File: config.mk
export PLATFORM = sky130hd
export DESIGN_NAME = positional_insert_delete_list
export DESIGN_NICKNAME = d
export VERILOG_FILES = /design/src/pidl_pkg.sv /design/src/pidl_ram.sv /design/src/positional_insert_delete_list.sv
export SDC_FILE = /design/constraint.sdc
export NUM_CORES = 1
export LEC_CHECK = 0
export ABC_AREA = 0
export BUFFER_PORTS_ARGS = -buffer_cell sky130_fd_sc_hd__buf_4
export CAP_MARGIN = 20
export CORE_ASPECT_RATIO = 1.1
export CORE_MARGIN = 2
export CORE_UTILIZATION = 45
export CTS_CLUSTER_SIZE = 28
export DETAILED_ROUTE_END_ITERATION = 8
export GPL_TIMING_DRIVEN = 0
export PLACE_DENSITY = 0.71
export SETUP_SLACK_MARGIN = 0.3
export SYNTH_ARGS = -nofsm -noshare
export SYNTH_HDL_FRONTEND = slang
export SYNTH_SLANG_ARGS = --single-unit
File: constraint.sdc
create_clock -name clock -period 3.1 [get_ports clock]
set_input_delay 0.155 -clock clock [delete_from_list [all_inputs] [get_ports clock]]
set_output_delay 0.155 -clock clock [all_outputs]
set_load 0.05 [all_outputs]
File: src/pidl_pkg.sv
// package for the positional insert/delete list
// holds the default capacity, field widths, operation and status codes
// no dependencies
`timescale 1ns / 1ps

package pidl_pkg;

   // default number of list slots
   localparam int DEFAULT_CAPACITY = 16;

   // fixed field widths
   localparam int VALUE_W = 32;
   localparam int POS_W   = 5;
   localparam int COUNT_W = 5;

   // operation codes
   typedef enum logic {
      OP_INSERT = 1'b0,
      OP_REMOVE = 1'b1
   } op_type;

   // result status codes
   typedef enum logic [1:0] {
      ST_DONE  = 2'd0,
      ST_RANGE = 2'd1,
      ST_FULL  = 2'd2
   } status_type;

endpackage

File: src/pidl_ram.sv
// generic single-port-write, single-port-read ram with registered read data
// used as the entry store of the list; no dependencies
`timescale 1ns / 1ps

module pidl_ram #(
   parameter int WIDTH = 32,
   parameter int DEPTH = 16
) (
   input  logic                     clock,
   input  logic                     wr_en,
   input  logic [$clog2(DEPTH)-1:0] wr_addr,
   input  logic [WIDTH-1:0]         wr_data,
   input  logic                     rd_en,
   input  logic [$clog2(DEPTH)-1:0] rd_addr,
   output logic [WIDTH-1:0]         rd_data
);

   logic [WIDTH-1:0] mem_ff [DEPTH];
   logic [WIDTH-1:0] rd_data_ff;

   // write port
   always_ff @(posedge clock) begin
      if (wr_en) begin
         mem_ff[wr_addr] <= wr_data;
      end
   end

   // registered read port
   always_ff @(posedge clock) begin
      if (rd_en) begin
         rd_data_ff <= mem_ff[rd_addr];
      end
   end

   assign rd_data = rd_data_ff;

endmodule

File: src/positional_insert_delete_list.sv
// Positional insert/delete list: an ordered list of up to CAPACITY signed 32-bit
// entries held in one ram, addressed by 1-based position. An insert at position p
// (1 to count+1) moves entries p..count up one slot and stores the value; a remove
// at p (1 to count) returns the entry and moves later entries down. Each item gives
// one transfer on the rsp channel: status (done, position out of range, list full),
// the removed value (zero unless a remove succeeded) and the new count. The ram has
// one read and one write port, so an accepted item moves one entry per cycle in
// the shift state; an insert then writes the new value into the opened slot, and
// a refused item skips both. The result waits for the rsp register while the rsp
// side stalls with an earlier result still held. req_stall stays high while an
// item is being worked on; a finished result waits in the rsp register while the
// next item is taken. No clearing pass is needed after reset.
// depends on pidl_pkg and pidl_ram
`timescale 1ns / 1ps

module positional_insert_delete_list #(
   parameter int CAPACITY = pidl_pkg::DEFAULT_CAPACITY
) (
   input  logic                               clock,
   input  logic                               reset,
   input  logic                               req_valid,
   output logic                               req_stall,
   input  logic                               req_operation,
   input  logic [pidl_pkg::POS_W-1:0]         req_position,
   input  logic signed [pidl_pkg::VALUE_W-1:0] req_value,
   output logic                               rsp_valid,
   input  logic                               rsp_stall,
   output logic [1:0]                         rsp_status,
   output logic signed [pidl_pkg::VALUE_W-1:0] rsp_removed_value,
   output logic [pidl_pkg::COUNT_W-1:0]       rsp_count
);

   import pidl_pkg::*;

   localparam int AW   = $clog2(CAPACITY);
   localparam int CW   = $clog2(CAPACITY + 1);
   localparam int CMPW = ((CW > POS_W) ? CW : POS_W) + 1;

   typedef enum logic [3:0] {
      S_IDLE  = 4'b0001,
      S_SHIFT = 4'b0010,
      S_FINAL = 4'b0100,
      S_DONE  = 4'b1000
   } state_type;

   state_type                 state_ff, state_in;
   logic [CW-1:0]             count_ff, count_in;
   op_type                    op_ff, op_in;
   logic [AW-1:0]             pos_idx_ff, pos_idx_in;
   logic [VALUE_W-1:0]        value_ff, value_in;
   status_type                status_ff, status_in;
   logic [VALUE_W-1:0]        removed_ff, removed_in;
   logic [AW-1:0]             addr_ff, addr_in;
   logic [CW-1:0]             left_ff, left_in;
   logic                      pend_ff, pend_in;
   logic                      pend_cap_ff, pend_cap_in;
   logic [AW-1:0]             pend_addr_ff, pend_addr_in;

   logic                      rsp_valid_ff, rsp_valid_in;
   status_type                rsp_status_ff;
   logic [VALUE_W-1:0]        rsp_removed_ff;
   logic [COUNT_W-1:0]        rsp_count_ff;
   logic                      rsp_load;

   logic                      mem_rd_en;
   logic [AW-1:0]             mem_rd_addr;
   logic                      mem_wr_en;
   logic [AW-1:0]             mem_wr_addr;
   logic [VALUE_W-1:0]        mem_wr_data;
   logic [VALUE_W-1:0]        mem_rd_data;

   logic [CMPW-1:0]           pos_x;
   logic [CMPW-1:0]           cnt_x;
   logic                      ins_ok;
   logic                      rem_ok;
   logic                      full;

   // entry store
   pidl_ram #(
      .WIDTH(VALUE_W),
      .DEPTH(CAPACITY)
   ) u_ram (
      .clock  (clock),
      .wr_en  (mem_wr_en),
      .wr_addr(mem_wr_addr),
      .wr_data(mem_wr_data),
      .rd_en  (mem_rd_en),
      .rd_addr(mem_rd_addr),
      .rd_data(mem_rd_data)
   );

   // position checks against the current count
   assign pos_x  = CMPW'(req_position);
   assign cnt_x  = CMPW'(count_ff);
   assign ins_ok = (req_position != '0) && (pos_x <= cnt_x + CMPW'(1));
   assign rem_ok = (req_position != '0) && (pos_x <= cnt_x);
   assign full   = (count_ff == CW'(CAPACITY));

   assign req_stall = (state_ff != S_IDLE);

   // sequencer: decode, shift one entry per cycle, final write, result
   always_comb begin
      state_in     = state_ff;
      count_in     = count_ff;
      op_in        = op_ff;
      pos_idx_in   = pos_idx_ff;
      value_in     = value_ff;
      status_in    = status_ff;
      removed_in   = removed_ff;
      addr_in      = addr_ff;
      left_in      = left_ff;
      pend_in      = pend_ff;
      pend_cap_in  = pend_cap_ff;
      pend_addr_in = pend_addr_ff;
      mem_rd_en    = 1'b0;
      mem_rd_addr  = addr_ff;
      mem_wr_en    = 1'b0;
      mem_wr_addr  = pend_addr_ff;
      mem_wr_data  = mem_rd_data;
      rsp_load     = 1'b0;

      unique case (state_ff)
         S_IDLE: begin
            if (req_valid) begin
               op_in      = op_type'(req_operation);
               value_in   = req_value;
               removed_in = '0;
               pos_idx_in = AW'(pos_x - CMPW'(1));
               pend_in    = 1'b0;
               left_in    = CW'(cnt_x - pos_x + CMPW'(1));
               if (op_type'(req_operation) == OP_INSERT) begin
                  addr_in = AW'(cnt_x - CMPW'(1));
                  if (!ins_ok) begin
                     status_in = ST_RANGE;
                     state_in  = S_DONE;
                  end else if (full) begin
                     status_in = ST_FULL;
                     state_in  = S_DONE;
                  end else begin
                     status_in = ST_DONE;
                     count_in  = count_ff + CW'(1);
                     state_in  = S_SHIFT;
                  end
               end else begin
                  addr_in = AW'(pos_x - CMPW'(1));
                  if (!rem_ok) begin
                     status_in = ST_RANGE;
                     state_in  = S_DONE;
                  end else begin
                     status_in = ST_DONE;
                     count_in  = count_ff - CW'(1);
                     state_in  = S_SHIFT;
                  end
               end
            end
         end

         S_SHIFT: begin
            // write back the entry read last cycle, or keep it as the removed one
            if (pend_ff && !pend_cap_ff) begin
               mem_wr_en = 1'b1;
            end
            if (pend_ff && pend_cap_ff) begin
               removed_in = mem_rd_data;
            end
            // issue the next read
            if (left_ff != '0) begin
               mem_rd_en   = 1'b1;
               left_in     = left_ff - CW'(1);
               pend_in     = 1'b1;
               if (op_ff == OP_INSERT) begin
                  addr_in      = addr_ff - AW'(1);
                  pend_addr_in = addr_ff + AW'(1);
                  pend_cap_in  = 1'b0;
               end else begin
                  addr_in      = addr_ff + AW'(1);
                  pend_addr_in = addr_ff - AW'(1);
                  pend_cap_in  = (addr_ff == pos_idx_ff);
               end
            end else begin
               pend_in     = 1'b0;
               pend_cap_in = 1'b0;
               if (!pend_ff) begin
                  state_in = (op_ff == OP_INSERT) ? S_FINAL : S_DONE;
               end
            end
         end

         S_FINAL: begin
            // store the new value in the opened slot
            mem_wr_en   = 1'b1;
            mem_wr_addr = pos_idx_ff;
            mem_wr_data = value_ff;
            state_in    = S_DONE;
         end

         S_DONE: begin
            if (!rsp_valid_ff || !rsp_stall) begin
               rsp_load = 1'b1;
               state_in = S_IDLE;
            end
         end

         default: begin
            state_in = S_IDLE;
         end
      endcase
   end

   // result register valid
   always_comb begin
      if (rsp_load) begin
         rsp_valid_in = 1'b1;
      end else if (!rsp_stall) begin
         rsp_valid_in = 1'b0;
      end else begin
         rsp_valid_in = rsp_valid_ff;
      end
   end

   // control state
   always_ff @(posedge clock) begin
      if (reset) begin
         state_ff     <= S_IDLE;
         count_ff     <= '0;
         pend_ff      <= 1'b0;
         pend_cap_ff  <= 1'b0;
         rsp_valid_ff <= 1'b0;
      end else begin
         state_ff     <= state_in;
         count_ff     <= count_in;
         pend_ff      <= pend_in;
         pend_cap_ff  <= pend_cap_in;
         rsp_valid_ff <= rsp_valid_in;
      end
   end

   // working payload
   always_ff @(posedge clock) begin
      op_ff        <= op_in;
      pos_idx_ff   <= pos_idx_in;
      value_ff     <= value_in;
      status_ff    <= status_in;
      removed_ff   <= removed_in;
      addr_ff      <= addr_in;
      left_ff      <= left_in;
      pend_addr_ff <= pend_addr_in;
   end

   // result payload
   always_ff @(posedge clock) begin
      if (rsp_load) begin
         rsp_status_ff  <= status_ff;
         rsp_removed_ff <= removed_ff;
         rsp_count_ff   <= COUNT_W'(count_ff);
      end
   end

   assign rsp_valid         = rsp_valid_ff;
   assign rsp_status        = rsp_status_ff;
   assign rsp_removed_value = rsp_removed_ff;
   assign rsp_count         = rsp_count_ff;

   // shifting never reads and writes the same entry in one cycle
   a_no_overlap: assert property (@(posedge clock) disable iff (reset)
      (mem_wr_en && mem_rd_en) |-> (mem_wr_addr != mem_rd_addr))
      else $error("ram read and write hit the same entry");

   // count stays within capacity
   a_count_range: assert property (@(posedge clock) disable iff (reset)
      count_ff <= CW'(CAPACITY))
      else $error("entry count above capacity");

   // a refused item reports no removed value
   a_refused_zero: assert property (@(posedge clock) disable iff (reset)
      (rsp_valid_ff && rsp_status_ff != ST_DONE) |-> (rsp_removed_ff == '0))
      else $error("refused item carries a removed value");

   // a finished shift with nothing in flight leaves the shift state
   a_shift_exit: assert property (@(posedge clock) disable iff (reset)
      (state_ff == S_SHIFT && left_ff == '0 && !pend_ff)
         |=> (state_ff == S_FINAL || state_ff == S_DONE))
      else $error("shift did not finish");

endmodule
# Yosys cells after proc, flatten, opt, wreduce, memory -nomap -nowiden
# Memories as Yosys holds them, arrays and structs flattened. A register that Yosys moved wholly into a read port is not among the register bits.
# Index checks and enable logic that the tools add are counted.
# classes
n_reduce_logical	19
order_cmp	2
n_addsub	10
mux	46
n_eq_ne	16
# op_table
op	count
2-to-1 mux 32 bit	3
one-hot mux 32 bit (2 select lines)	1
2-to-1 mux 4 bit	15
2-to-1 mux 5 bit	6
one-hot mux 4 bit (4 select lines)	1
inequality test 2 bit, second input constant	7
2-to-1 mux 1 bit	13
subtractor 4 x 1 -> 4 bit, second input constant	3
adder 5 x 1 -> 5 bit, second input constant	2
one-hot mux 5 bit (2 select lines)	1
nonzero test 5 bit	2
subtractor 5 x 1 -> 5 bit, second input constant	2
one-hot mux 4 bit (2 select lines)	1
adder 5 x 1 -> 6 bit, second input constant	1
less-or-equal comparator 5 x 6 -> 1 bit	1
2-to-1 mux 2 bit	3
AND reduction 2 bit	3
AND reduction 3 bit	2
equality test 5 bit, second input constant	1
less-or-equal comparator 5 bit	1
AND reduction 5 bit	1
subtractor 5 bit	1
adder 4 x 1 -> 4 bit, second input constant	1
equality test 4 x 1 -> 1 bit, second input constant	1
12 further kinds	20
# totals
output_inout_bits	41
word_cells	110
mem_count	1
ramBits	512
ff_bits	135
# mem_list
memory	depth	width	read_ports	rd_ports_with_merged_regs	wr	line_no	text
u_ram.mem_ff	16	32	1	1	1	pidl_ram.sv:18	logic [WIDTH-1:0] mem_ff [DEPTH];

# Depth between registers and ports, before layout
# Gate-level depths: netlist of the first run.
# logic_depth
ltp_word	7
mapped_depth	10

# Cells and area by module
# Synthesis of the first run repeated with hierarchy kept, for this count alone.
# hier_totals
hier_cells	1256
hier_area_um2	26193.9
# modules_own_cells
module	area_per_inst_um2	seq_area_each_um2	n_inst	cells_each
pidl_ram	20155.6	16335.7	1	838
positional_insert_delete_list	6038.3	3933.8	1	418

# Least setup slack after synthesis of the first run
# OpenSTA, ideal clock, no wires.
# synth_path
path_type	register to register
from	register state_ff[3]
to	memory u_ram.mem_ff[3][0], enable pin
path_stages_with_launch	5
period_less_slack_ns	3.015
arrival_ns	2.594
required_time_ns	2.679
slack_ns	0.085
path_cell_list	dfxtp_1 > nor4b_4 > buf_2 > a32oi_1 > nor2_1
# synth_via
elab_chain_cells	4
# synth_lines
element	line_no	text
from (decl)	positional_insert_delete_list.sv:46	state_type state_ff, state_in;
from (signal assigned)	positional_insert_delete_list.sv:230	state_ff <= state_in;
equality test 4 x 3 -> 1 bit / equality test 4 x 2 -> 1 bit (equally long branches)	positional_insert_delete_list.sv:122	unique case (state_ff)
one-hot mux 1 bit (2 select lines)	positional_insert_delete_list.sv:122	
2-to-1 mux 1 bit	pidl_ram.sv:23	if (wr_en) begin
2-to-1 mux 1 bit (not written as such)	pidl_ram.sv:24	mem_ff[wr_addr] <= wr_data;
to (decl)	pidl_ram.sv:18	
# Parallel ways exist; a longest one is shown, timed or not.

==> results.md, run 1 <==
* CTS tree: done
* Yosys reg bits at 679
* Synth-to-layout area growth at 18.9%
* CTS Buf Count at 66
* Detailed placer's ending HPWL at 38,500 um
* Setup crit end kind: register
* Max Cap Violations at 0
* Port Buffers at 81
* Comb pwr share at 0.113
* Register-to-register path setup slack at 0.25 ns
* Footprint of the multi-input gates at 6130 um2
* I/O pins at 83
* Mapped Cells at 1,432
* Tcrit/Tclk final at 0.919
* Syn Area/Cell at 18.6 um2
* Commonest non-fill, non-tap cell in the layout: edfxtp_1
* Maximum level of the CTS H-tree at 3
* Vias in the first global route at 14,495
* Total area of sequential cells at 20,300 um2
* Most frequent cells in the layout: edfxtp_1 (667), buf_4 (102), mux2i_1 (99)
* Total Routing Usage GR at 0.199
* FMAX at 351 MHz
* Hold slack final at 0.0936 ns
* DR WL/cell at 24.4 um
* Relative slew slack at 0.269
* Number of flops mapped to enable cells by yosys at 667
* Height of the die at 259 um
* Full die area at 61,200 um2
* Syn. warnings at 0
* Sequential Power Share at 0.503
* Outcome: complete, no violations
* Seq/Total Area, Yosys at 0.760
* CTS max path bufs at 3
* Drt drc at 0
* PD cells at 655 nW/um2
* Clock root cell: clkbuf_16
* Post-Syn Nets at 1,504
* Pin count of the biggest net entering global routing at 26
* Cell area after synthesis at 26,700 um2
* Gpl congestion at 0.797
* ANT cells at 0
* Clock latency on the worst-skew pair at 0.61 ns
* Critical path class: reg2reg
* Via count at 14,122
* Psw at 4.88 mW
* Distinct cells, synth at 51
* Initial Util at 0.455
* Setup TNS at 0 ns
* Crit-path max FO at 10
* Final setup vio count at 0
* Worst Path Required at 3.38 ns
* Lkg Pwr at 10.8 nW
* Critical-path top delay cell: clkbuf_1
* CP cell instances: buf_2 -> clkbuf_1 -> mux4_2 -> a22oi_1 -> o21ai_0
* Clock Power Share at 0.384
* FILL cells at 4,435
* Vias per inst at 5.72
* RSZ-0062 raised after global routing: true
* Final Hold Vio Count at 0
* Main synth FF type: edfxtp_1
* First-pass iteration count of the detailed router at 5
* Antenna viol nets, final at 0
* P_int at 15.9 mW
* Peak VDD IR at 408 uV
* Fin util at 0.541
* CTS clock-pin slew for the worst setup and hold paths at 0.06 ns
* Cell row count at 93
* Core Area at 58,500 um2
* Final WL at 60,200 um
* Die Wd at 236 um
* Starting DRT DRC Count at 1,494
* Grt total ovfl at 0
* Largest stage delay, worst path at 0.85 ns
* Max-slew violation count at 0
* Slew at the pin with the worst max-slew slack at 1.10 ns
* Critical Path AT at 3.12 ns
* Min cycle time layout at 2.85 ns
* Setup crit start kind: register
* Clock Skew at 0.0286 ns
* Sw Share at 0.235
* First-pass GRT wire length at 90,100 um
* Worst Hold Class: in2reg
* Layout cells sized above 1 at 0.252
* Fin nets at 1,735
* FFs w/ async S/R, synth at 0
* Clk sink count at 679
* Antenna violations before repair at 1
per-layer routing:
layer	track usage	vias up	wire (um)
met1	0.257	7175	23600
met2	0.332	629	29400
met5	0	-	0
li1	-	6176	-
met3	0.0374	142	4910
met4	0.0863	0	2230
what timing repair did:
item,4_1_cts,5_1_grt
setup endpoints to repair,429,52
hold buffers,38,0
resized for setup,5,20
pin swaps,16,1
hold endpoints to repair,39,0
buffers inserted,20,3
state kept, by name, summed over array words and instances (netlist names):
signal	cells
pend_ff	1
pend_cap_ff	1
rsp_status	2
rsp_count	5
state_ff	4
u_ram.mem_ff	512
left_ff	5
count_ff	5
removed_ff	32
rsp_removed_value	32
u_ram.rd_data	32
op_ff	1
pos_idx_ff	4
value_ff	32
status_ff	2
addr_ff	4
pend_addr_ff	4
rsp_valid	1
metrics by stage:
stage / worst slack [ns] / power (mW) / area, um2 / instances
2_1_floorplan: 0.0853 / 12.1 / 26700 / 1432
3_3_place_gp: -1.82 / 12.8 / 28200 / 2273
3_5_place_dp: -0.0532 / 12.9 / 28800 / 2294
4_1_cts: 0.324 / 20.9 / 31600 / 2466
5_1_grt: 0.223 / 21.4 / 31700 / 2469
6_report: 0.253 / 20.8 / 31700 / 2469
Yosys cell counts, types with 2 or more instances:
library cell / count / area, um2
buf_4: 9 / 67.6
nand3b_1: 2 / 15.0
ha_1: 28 / 350
a22oi_1: 31 / 233
o22ai_1: 2 / 12.5
xor2_1: 10 / 87.6
mux2_2: 67 / 754
and2_1: 32 / 200
a21o_1: 3 / 22.5
inv_1: 25 / 93.8
a221oi_1: 31 / 272
nand4_1: 4 / 25.0
dfxtp_1: 12 / 240
a21oi_1: 51 / 255
fa_1: 2 / 40.0
nor3b_1: 5 / 37.5
mux4_2: 66 / 1490
o21ai_1: 6 / 30.0
or3_1: 2 / 12.5
nand3_1: 9 / 45.0
mux2i_1: 99 / 991
nor3_1: 8 / 40.0
nor4_1: 3 / 18.8
o21ai_0: 64 / 320
buf_2: 22 / 110
nor4b_1: 3 / 26.3
nor2_1: 67 / 251
nor2b_1: 3 / 18.8
edfxtp_1: 667 / 20000
xnor2_1: 15 / 131
a31oi_1: 6 / 37.5
clkbuf_1: 34 / 128
nand2_1: 26 / 97.6
kinds of logic after synthesis:
family                   count (synthesis)  synth area share
AO/OA/AOI/OAI                          202            0.0474
flip-flops                             679             0.760
buffers and inverters                   94            0.0160
multiplexers                           233             0.122
XOR/XNOR                                25           0.00821
AND/OR/NAND/NOR                        169            0.0316
adder cells (fa/ha/maj)                 30            0.0146
power groups by stage:
stage                     Clock [mW]  Sequential (mW)  Combinational (mW)
after floorplan                    0             10.6                1.49
after global placement             0             10.6                2.19
after detailed placement           0             10.6                2.28
after CTS                       8.07             10.4                2.35
after global routing            8.41             10.5                2.55
final                           7.97             10.4                2.35
worst max-delay path: cells and delay by family, from the launching register on:
| kind | cells | cell delay [ns] |
|---|---|---|
| buffers and inverters | 2 | 1.22 |
| AOI/OAI and AO/OA | 2 | 0.34 |
| DFF | 1 | 0.54 |
| muxes | 1 | 0.42 |
final timing paths:
kind                   start               endpoint  cells past startpoint
min          req_position[1]          pos_idx_ff[3]                      3
min reg2reg   removed_ff[31]  rsp_removed_value[31]                      0
max               addr_ff[1]      u_ram.rd_data[20]                      5
max reg2reg       addr_ff[1]      u_ram.rd_data[20]                      5
layout make-up:
cell class	count	share of cell area
tap	760	0.0300
sequential	679	0.640
multi-input combinational	659	0.193
inverter	26	0.00320
clock buffer	83	0.0571
buffer	68	0.0107
timing repair buffer	163	0.0552
clock inverter	31	0.0105
Note: power is estimated with default switching activity, not from simulation.
==> inputs of run 2 (changes only) <==
--- a/config.mk
+++ b/config.mk
@@ -10,12 +10,13 @@
 export CAP_MARGIN = 20
 export CORE_ASPECT_RATIO = 1.1
 export CORE_MARGIN = 2
-export CORE_UTILIZATION = 45
+export CORE_UTILIZATION = 56
 export CTS_CLUSTER_SIZE = 28
 export DETAILED_ROUTE_END_ITERATION = 8
 export GPL_TIMING_DRIVEN = 0
-export PLACE_DENSITY = 0.71
+export PLACE_DENSITY = 0.84
 export SETUP_SLACK_MARGIN = 0.3
+export SLEW_MARGIN = 5
 export SYNTH_ARGS = -nofsm -noshare
 export SYNTH_HDL_FRONTEND = slang
 export SYNTH_SLANG_ARGS = --single-unit
==> run 2 against run 1 <==
  * Clock power rose by 0.8%
  * Sequential share of layout area rose by 0.23 points
  * Core utilization rose by 13 points
  * Die area fell by 19%
  * Non-clock buffer count rose by 2
  * Worst setup slack got worse by 0.085 ns
  * Cell area fell by 0.38%
  * Final cell count fell by 4.9%
  * Critical path type unchanged
  * Via count rose by 6.9%
  * Fmax fell by 2.9%
==> results.md, run 2 (synthesis gave the netlist of run 1 again) <==
* Maximum level of the CTS H-tree at 2 (-1)
* Crit-path max FO at 10 (unchanged)
* Fin util at 0.674 (+0.133)
* Lkg Pwr at 10.8 nW (-0.11%)
* Clock root cell: clkbuf_16
* Critical Path AT at 3.30 ns (+0.18 ns)
* Clk sink count at 679 (unchanged)
* Starting DRT DRC Count at 2,243 (+50%)
* Port Buffers at 81 (unchanged)
* Total Routing Usage GR at 0.278 (+0.0788)
* Sw Share at 0.243 (+0.00814)
* FMAX at 341 MHz (-2.9%)
* Antenna viol nets, final at 0 (unchanged)
* Vias per inst at 6.43 (+12%)
* Max Cap Violations at 0 (unchanged)
* Setup WS pre-CTS at -0.110 ns (-0.0565 ns)
* Worst Hold Class: in2reg
* CTS clock-pin slew for the worst setup and hold paths at 0.08 ns (+0.02 ns)
* Full die area at 49,400 um2 (-19%)
* Vias in the first global route at 15,707 (+8.4%)
* ANT cells at 0 (unchanged)
* Peak VDD IR at 420 uV (+2.7%)
* Final Hold Vio Count at 0 (unchanged)
* Worst Path Required at 3.47 ns (+0.09 ns)
* Slew at the pin with the worst max-slew slack at 1.15 ns (+0.0572 ns)
* Core Area at 46,800 um2 (-20%)
* DR WL/cell at 28.4 um (+16%)
* Commonest non-fill, non-tap cell in the layout: edfxtp_1
* Setup TNS at 0 ns (unchanged)
* Grt total ovfl at 0 (unchanged)
* Reg2Reg Depth at 10 (+5)
* Via count at 15,100 (+6.9%)
* Antenna violations before repair at 0 (-1)
* Height of the die at 233 um (-10%)
* First-pass GRT wire length at 98,600 um (+9.4%)
* Overall power at 20.9 mW (+0.90%)
* Die Wd at 212 um (-10%)
* Hold_sp: req_position[1]
* Sequential Power Share at 0.499 (-0.004)
* Min cycle time layout at 2.93 ns (+0.0850 ns)
* Comb pwr share at 0.118 (+0.005)
* Register-to-register path setup slack at 0.17 ns (-0.08 ns)
* Cell row count at 83 (-11%)
* Clock latency on the worst-skew pair at 0.65 ns (+0.04 ns)
* Hold path cells at 4 (+1)
* Initial Util at 0.569 (+0.114)
* Hold endpoint: pos_idx_ff[1]
* Most flops, register: u_ram.mem_ff
* Clock Power Share at 0.383 (about the same)
* CTS Buf Count at 61 (-7.6%)
* Critical path class: reg2reg
* Total area of sequential cells at 20,300 um2 (about the same)
* RSZ-0062 raised after global routing: true
* Clock Skew at 0.0314 ns (+0.00271 ns)
* PD cells at 664 nW/um2 (+1.3%)
* Pin count of the biggest net entering global routing at 27 (+3.8%)
* Gpl congestion at 0.851 (+6.7%)
* Setup crit end kind: register
* Largest register FFs at 512 (unchanged)
* Fin nets at 1,732 (-0.17%)
* Setup crit start kind: register
* Tcrit/Tclk final at 0.946 (+0.0274)
* P_int at 15.9 mW (-0.17%)
* CTS tree: done
* CTS max path bufs at 3 (unchanged)
* Detailed placer's ending HPWL at 38,000 um (-1.1%)
* Max-slew violation count at 0 (unchanged)
* Final setup vio count at 0 (unchanged)
* RR Startpoint: addr_ff[0]
* Footprint of the multi-input gates at 6120 um2 (-0.16%)
* Relative slew slack at 0.231 (-0.0381)
* Reg2reg end: addr_ff[2]
* Most frequent cells in the layout: edfxtp_1 (667), buf_4 (101), mux2i_1 (99)
* Final WL at 66,700 um (+11%)
* Outcome: complete, no violations
* FILL cells at 2,759 (-38%)
* Synth-to-layout area growth at 18.4%
* I/O pins at 83 (unchanged)
* First-pass iteration count of the detailed router at 5 (unchanged)
* Final WS setup at 0.168 ns (-0.0850 ns)
* Drt drc at 0 (unchanged)
* Psw at 5.10 mW (+4.4%)
* Layout cells sized above 1 at 0.246 (-0.00555)
[run 2: cell types whose count changed in the layout (fill, tap and decap cells not counted), sizes merged]
cell,previous run,this run
clkbuf,119,113
buf,157,158
clkinv,21,20
dlygate4sd3,38,39
bufinv,6,10
clkinvlp,4,6
inv,26,27
[run 2: cell type report]
cell class | count | area share
Buffer | 68 | 0.0107
Multi-Input combinational cell | 659 | 0.194
Tap cell | 637 | 0.0252
Timing Repair Buffer | 165 | 0.0575
Sequential cell | 679 | 0.642
Inverter | 26 | 0.00321
Clock inverter | 37 | 0.0152
Clock buffer | 77 | 0.0522
[run 2: critical path, cell delays in order (launching register included)]
cell and delay, ns:
edfxtp_1 0.43, buf_2 0.25, buf_4 0.22, buf_4 0.31, clkbuf_4 0.35, inv_1 0.12
ha_1 0.25, mux2i_1 0.37, xnor2_1 0.12, nand2_1 0.10, o21ai_0 0.10
[run 2: worst max-delay path by stage]
stage,start,to,slack (ns),depth (start not counted)
2_1_floorplan,state_ff[3],u_ram.mem_ff[3][0],0.09,4
3_3_place_gp,state_ff[3],u_ram.mem_ff[7][25],-1.75,4
3_5_place_dp,state_ff[3],u_ram.mem_ff[2][11],-0.11,5
4_1_cts,state_ff[1],u_ram.mem_ff[12][30],0.24,6
5_1_grt,addr_ff[0],addr_ff[2],0.13,10
6_report,addr_ff[0],addr_ff[2],0.17,10
[run 2: metal layers]
layer  global-route usage  share of wire  wire length (um)  vias up
li1                     -              -                 -     6167
met1                0.343           0.35             23100     7591
met2                0.457           0.49             32900     1104
met3               0.0651           0.11              7290      238
met4                0.150          0.051              3400        0
met5                    0              0                 0        -
[run 2: stage by stage]
step | std cells | cell area (um2) | hold slack (ns)
2_1_floorplan | 1432 | 26700 | 0.254
3_3_place_gp | 2150 | 28100 | 0.335
3_5_place_dp | 2171 | 28700 | 0.335
4_1_cts | 2344 | 31500 | 0.0351
5_1_grt | 2348 | 31600 | 0.112
6_report | 2348 | 31600 | 0.107
[run 2: power groups by stage]
stage               clock network [mW]  registers [mW]  logic [mW]
detailed placement                   0            10.6        2.29
finish                            8.03            10.5        2.46
global route                      8.39            10.5        2.61
floorplan                            0            10.6        1.49
global placement                     0            10.6        2.14
CTS                               8.00            10.4        2.40
[run 2: timing repair]
action,in CTS,in global routing
buffers inserted,20,4
resized for setup,7,8
hold endpoints to repair,45,0
endpoints found under the setup margin,536,237
pin swaps,15,2
hold buffers,39,0
==> inputs of run 3 (changes only) <==
--- a/config.mk
+++ b/config.mk
@@ -5,12 +5,13 @@
 export SDC_FILE = /design/constraint.sdc
 export NUM_CORES = 1
 export LEC_CHECK = 0
-export ABC_AREA = 0
+export ABC_AREA = 1
 export BUFFER_PORTS_ARGS = -buffer_cell sky130_fd_sc_hd__buf_4
 export CAP_MARGIN = 20
 export CORE_ASPECT_RATIO = 1.1
 export CORE_MARGIN = 2
 export CORE_UTILIZATION = 56
+export CTS_BUF_LIST = sky130_fd_sc_hd__clkbuf_16
 export CTS_CLUSTER_SIZE = 28
 export DETAILED_ROUTE_END_ITERATION = 8
 export GPL_TIMING_DRIVEN = 0
==> run 3 against run 2 <==
  * Cell area grew 0.42%
  * Critical path depth is 4 lower
  * Register-to-register slack improved by 0.15 ns
  * Combinational power rose by 35%
  * First-iteration DRC count up 33%
==> results.md, run 3 <==
* Outcome: complete, no violations
* CTS tree: done
* Total Routing Usage GR at 0.297 (+0.0190)
* First-pass iteration count of the detailed router at 8 (+3)
* Port Buffers at 82 (+1.2%)
* Relative slew slack at 0.223 (-0.00765)
* Setup crit start kind: register
* DR WL/cell at 25.4 um (-11%)
* Clk sink count at 679 (unchanged)
* Distinct cells, synth at 40 (-22%)
* Grt total ovfl at 0 (unchanged)
* Post-Synth Adder-Cell Area at 0.0145 (-0.000146)
* Commonest non-fill, non-tap cell in the layout: edfxtp_1
* Compound-Gate Fraction of Synth Area at 0.0911 (+0.0437)
* Fin util at 0.666 (-0.00815)
* Cell area after synthesis at 26,900 um2 (+1.0%)
* Most frequent cell after synthesis: edfxtp_1
* ANT cells at 0 (unchanged)
* Min cycle time layout at 2.78 ns (-0.148 ns)
* Simple-Gate Fraction of Synth Area at 0.0917 (+0.0601)
* Area contributors post-synth: edfxtp_1 (74%), nand2_1 (6.4%), a21oi_1 (3.0%)
* Setup crit end kind: register
* Core Area at 47,600 um2 (+1.7%)
* Largest family of logic cells by synthesized area: simple AND/OR/NAND/NOR gates
* Crit-path max FO at 20 (+10)
* XOR/XNOR share of the synthesized area at 0.00748 (-0.000733)
* Final setup vio count at 0 (unchanged)
* Vias in the first global route at 18,489 (+18%)
* Max Cap Violations at 0 (unchanged)
* FMAX at 359 MHz (+5.3%)
* Vias per inst at 6.29 (-2.2%)
* Max-slew violation count at 0 (unchanged)
* Mux share of post-synthesis cell area at 0.000372 (-0.121)
* Footprint of the multi-input gates at 5660 um2 (-7.6%)
* Setup TNS at 0 ns (unchanged)
* Worst Path Required at 3.39 ns (-0.08 ns)
* Critical Path AT at 3.08 ns (-0.22 ns)
* Top post-synthesis cells by count: edfxtp_1 (667), nand2_1 (456), a21oi_1 (159)
* Tcrit/Tclk final at 0.898 (-0.0479)
* CTS max path bufs at 3 (unchanged)
* Dpl cell area at 29,000 um2 (+1.3%)
* Syn Area/Cell at 13.4 um2 (-28%)
* Full die area at 49,800 um2 (+0.99%)
* Lkg Pwr at 11.5 nW (+6.5%)
* Critical path class: reg2reg
* Most flops, register: u_ram.mem_ff
* Initial Util at 0.565 (-0.00361)
* Gpl congestion at 0.867 (+1.9%)
* Antenna viol nets, final at 0 (unchanged)
* Cell row count at 84 (+1.2%)
* Cell accounting for the most synthesized area: edfxtp_1
* Final Hold Vio Count at 0 (unchanged)
* Seq/Total Area, Yosys at 0.753 (-0.00760)
* RSZ-0062 raised after global routing: true
* Post-synth top area share at 0.744 (-0.00751)
* Clock latency on the worst-skew pair at 0.62 ns (-0.03 ns)
* Main synth FF type: edfxtp_1
* Most frequent cells in the layout: edfxtp_1 (667), nand2_1 (455), a21oi_1 (159)
* PD cells at 685 nW/um2 (+3.2%)
* Clock Skew at 0.0363 ns (+0.00491 ns)
* Final WL at 74,600 um (+12%)
* Die Wd at 213 um (+0.49%)
* Maximum level of the CTS H-tree at 3 (+1)
* Mapped Cells at 2,003 (+40%)
* FILL cells at 2,974 (+7.8%)
* Peak VDD IR at 421 uV (+0.27%)
* Syn. warnings at 0 (unchanged)
* I/O pins at 83 (unchanged)
* Final WS setup at 0.316 ns (+0.148 ns)
* FFs w/ async S/R, synth at 0 (unchanged)
* CTS Buf Count at 66 (+8.2%)
* Design area at 31,700 um2 (+0.42%)
* Largest register FFs at 512 (unchanged)
* Yosys reg bits at 679 (unchanged)
* Via count at 18,485 (+22%)
* Pin count of the biggest net entering global routing at 27 (unchanged)
* First-pass GRT wire length at 108,000 um (+9.3%)
* Hold slack final at 0.0585 ns (-0.0484 ns)
* Starting DRT DRC Count at 2,973 (+33%)
* Drt drc at 0 (unchanged)
* Detailed placer's ending HPWL at 45,000 um (+18%)
* Post-Syn Nets at 2,075 (+38%)
* Worst Hold Class: in2reg
* Height of the die at 234 um (+0.49%)
* CTS clock-pin slew for the worst setup and hold paths at 0.06 ns (-0.02 ns)
* Setup WS pre-CTS at 0.262 ns (+0.372 ns)
* Total area of sequential cells at 20,300 um2 (about the same)
* Slew at the pin with the worst max-slew slack at 1.16 ns (+0.00370 ns)
* Antenna violations before repair at 0 (unchanged)
* Fin nets at 2,321 (+34%)
* Number of flops mapped to enable cells by yosys at 667 (unchanged)
* Clock root cell: clkbuf_16
* Layout cells sized above 1 at 0.153 (-0.0935)
* Synth-to-layout area growth at 17.8%
==> run 3: area by class of cell <==
class | instances | share of cell area
Tap cell | 645 | 0.0255
Clock inverter | 44 | 0.0104
Buffer | 104 | 0.0180
Timing Repair Buffer | 178 | 0.0555
Inverter | 149 | 0.0177
Sequential cell | 679 | 0.639
Clock buffer | 70 | 0.0553
Multi-Input combinational cell | 1071 | 0.178
==> run 3: path summary, 6_finish.rpt <==
| kind | startpoint | slack (ns) | cells past startpoint | to |
|---|---|---|---|---|
| worst min register to register | removed_ff[19] | 0.41 | 0 | rsp_removed_value[19] |
| worst max-delay path | state_ff[0] | 0.32 | 6 | u_ram.mem_ff[2][18] |
| worst min-delay path | req_position[3] | 0.06 | 3 | pos_idx_ff[3] |
| worst max register to register | state_ff[0] | 0.32 | 6 | u_ram.mem_ff[2][18] |
==> run 3: cell families after synthesis <==
logic type      count (synthesis)
flops                         679
simple gates                  617
compound gates                400
buf+inv                       253
fa+ha+maj                      30
xor+xnor                       23
mux                             1
==> run 3: worst max-delay path: stages, from the launching register on <==
cell	delay, ns
dfxtp_1	0.35
nor2_2	0.18
nand3_4	0.16
o21ai_0	0.50
nand2_1	0.40
nor2_4	0.59
buf_12	0.28
==> run 3: power by group <==
group / switching, mW / total (mW) / internal, mW
Combinational: 2.32 / 3.31 / 0.997
Sequential: 0.120 / 10.5 / 10.4
Clock: 3.45 / 7.87 / 4.42
==> run 3: what timing repair did <==
| action | CTS | global route |
|---|---|---|
| resized for setup | 1 | 3 |
| endpoints found under the setup margin | 9 | 110 |
| hold buffers | 38 | 0 |
| pin swaps | 0 | 6 |
| setup buffers | 0 | 8 |
| hold endpoints to repair | 47 | 0 |
==> run 3: through the flow <==
stage,std cells,total power [mW]
floorplan,2003,12.6
global placement,2730,13.6
detailed placement,2774,13.8
CTS,2926,21.5
global route,2940,22.2
finish,2940,21.7
==> run 3: per-layer routing <==
layer,share of wire,global-route usage,wire length (um),vias to the layer above
li1,-,-,-,7723
met1,0.33,0.355,24400,8700
met2,0.48,0.487,35700,1651
met3,0.12,0.0712,9260,411
met4,0.070,0.187,5190,0
met5,0,0,0,-
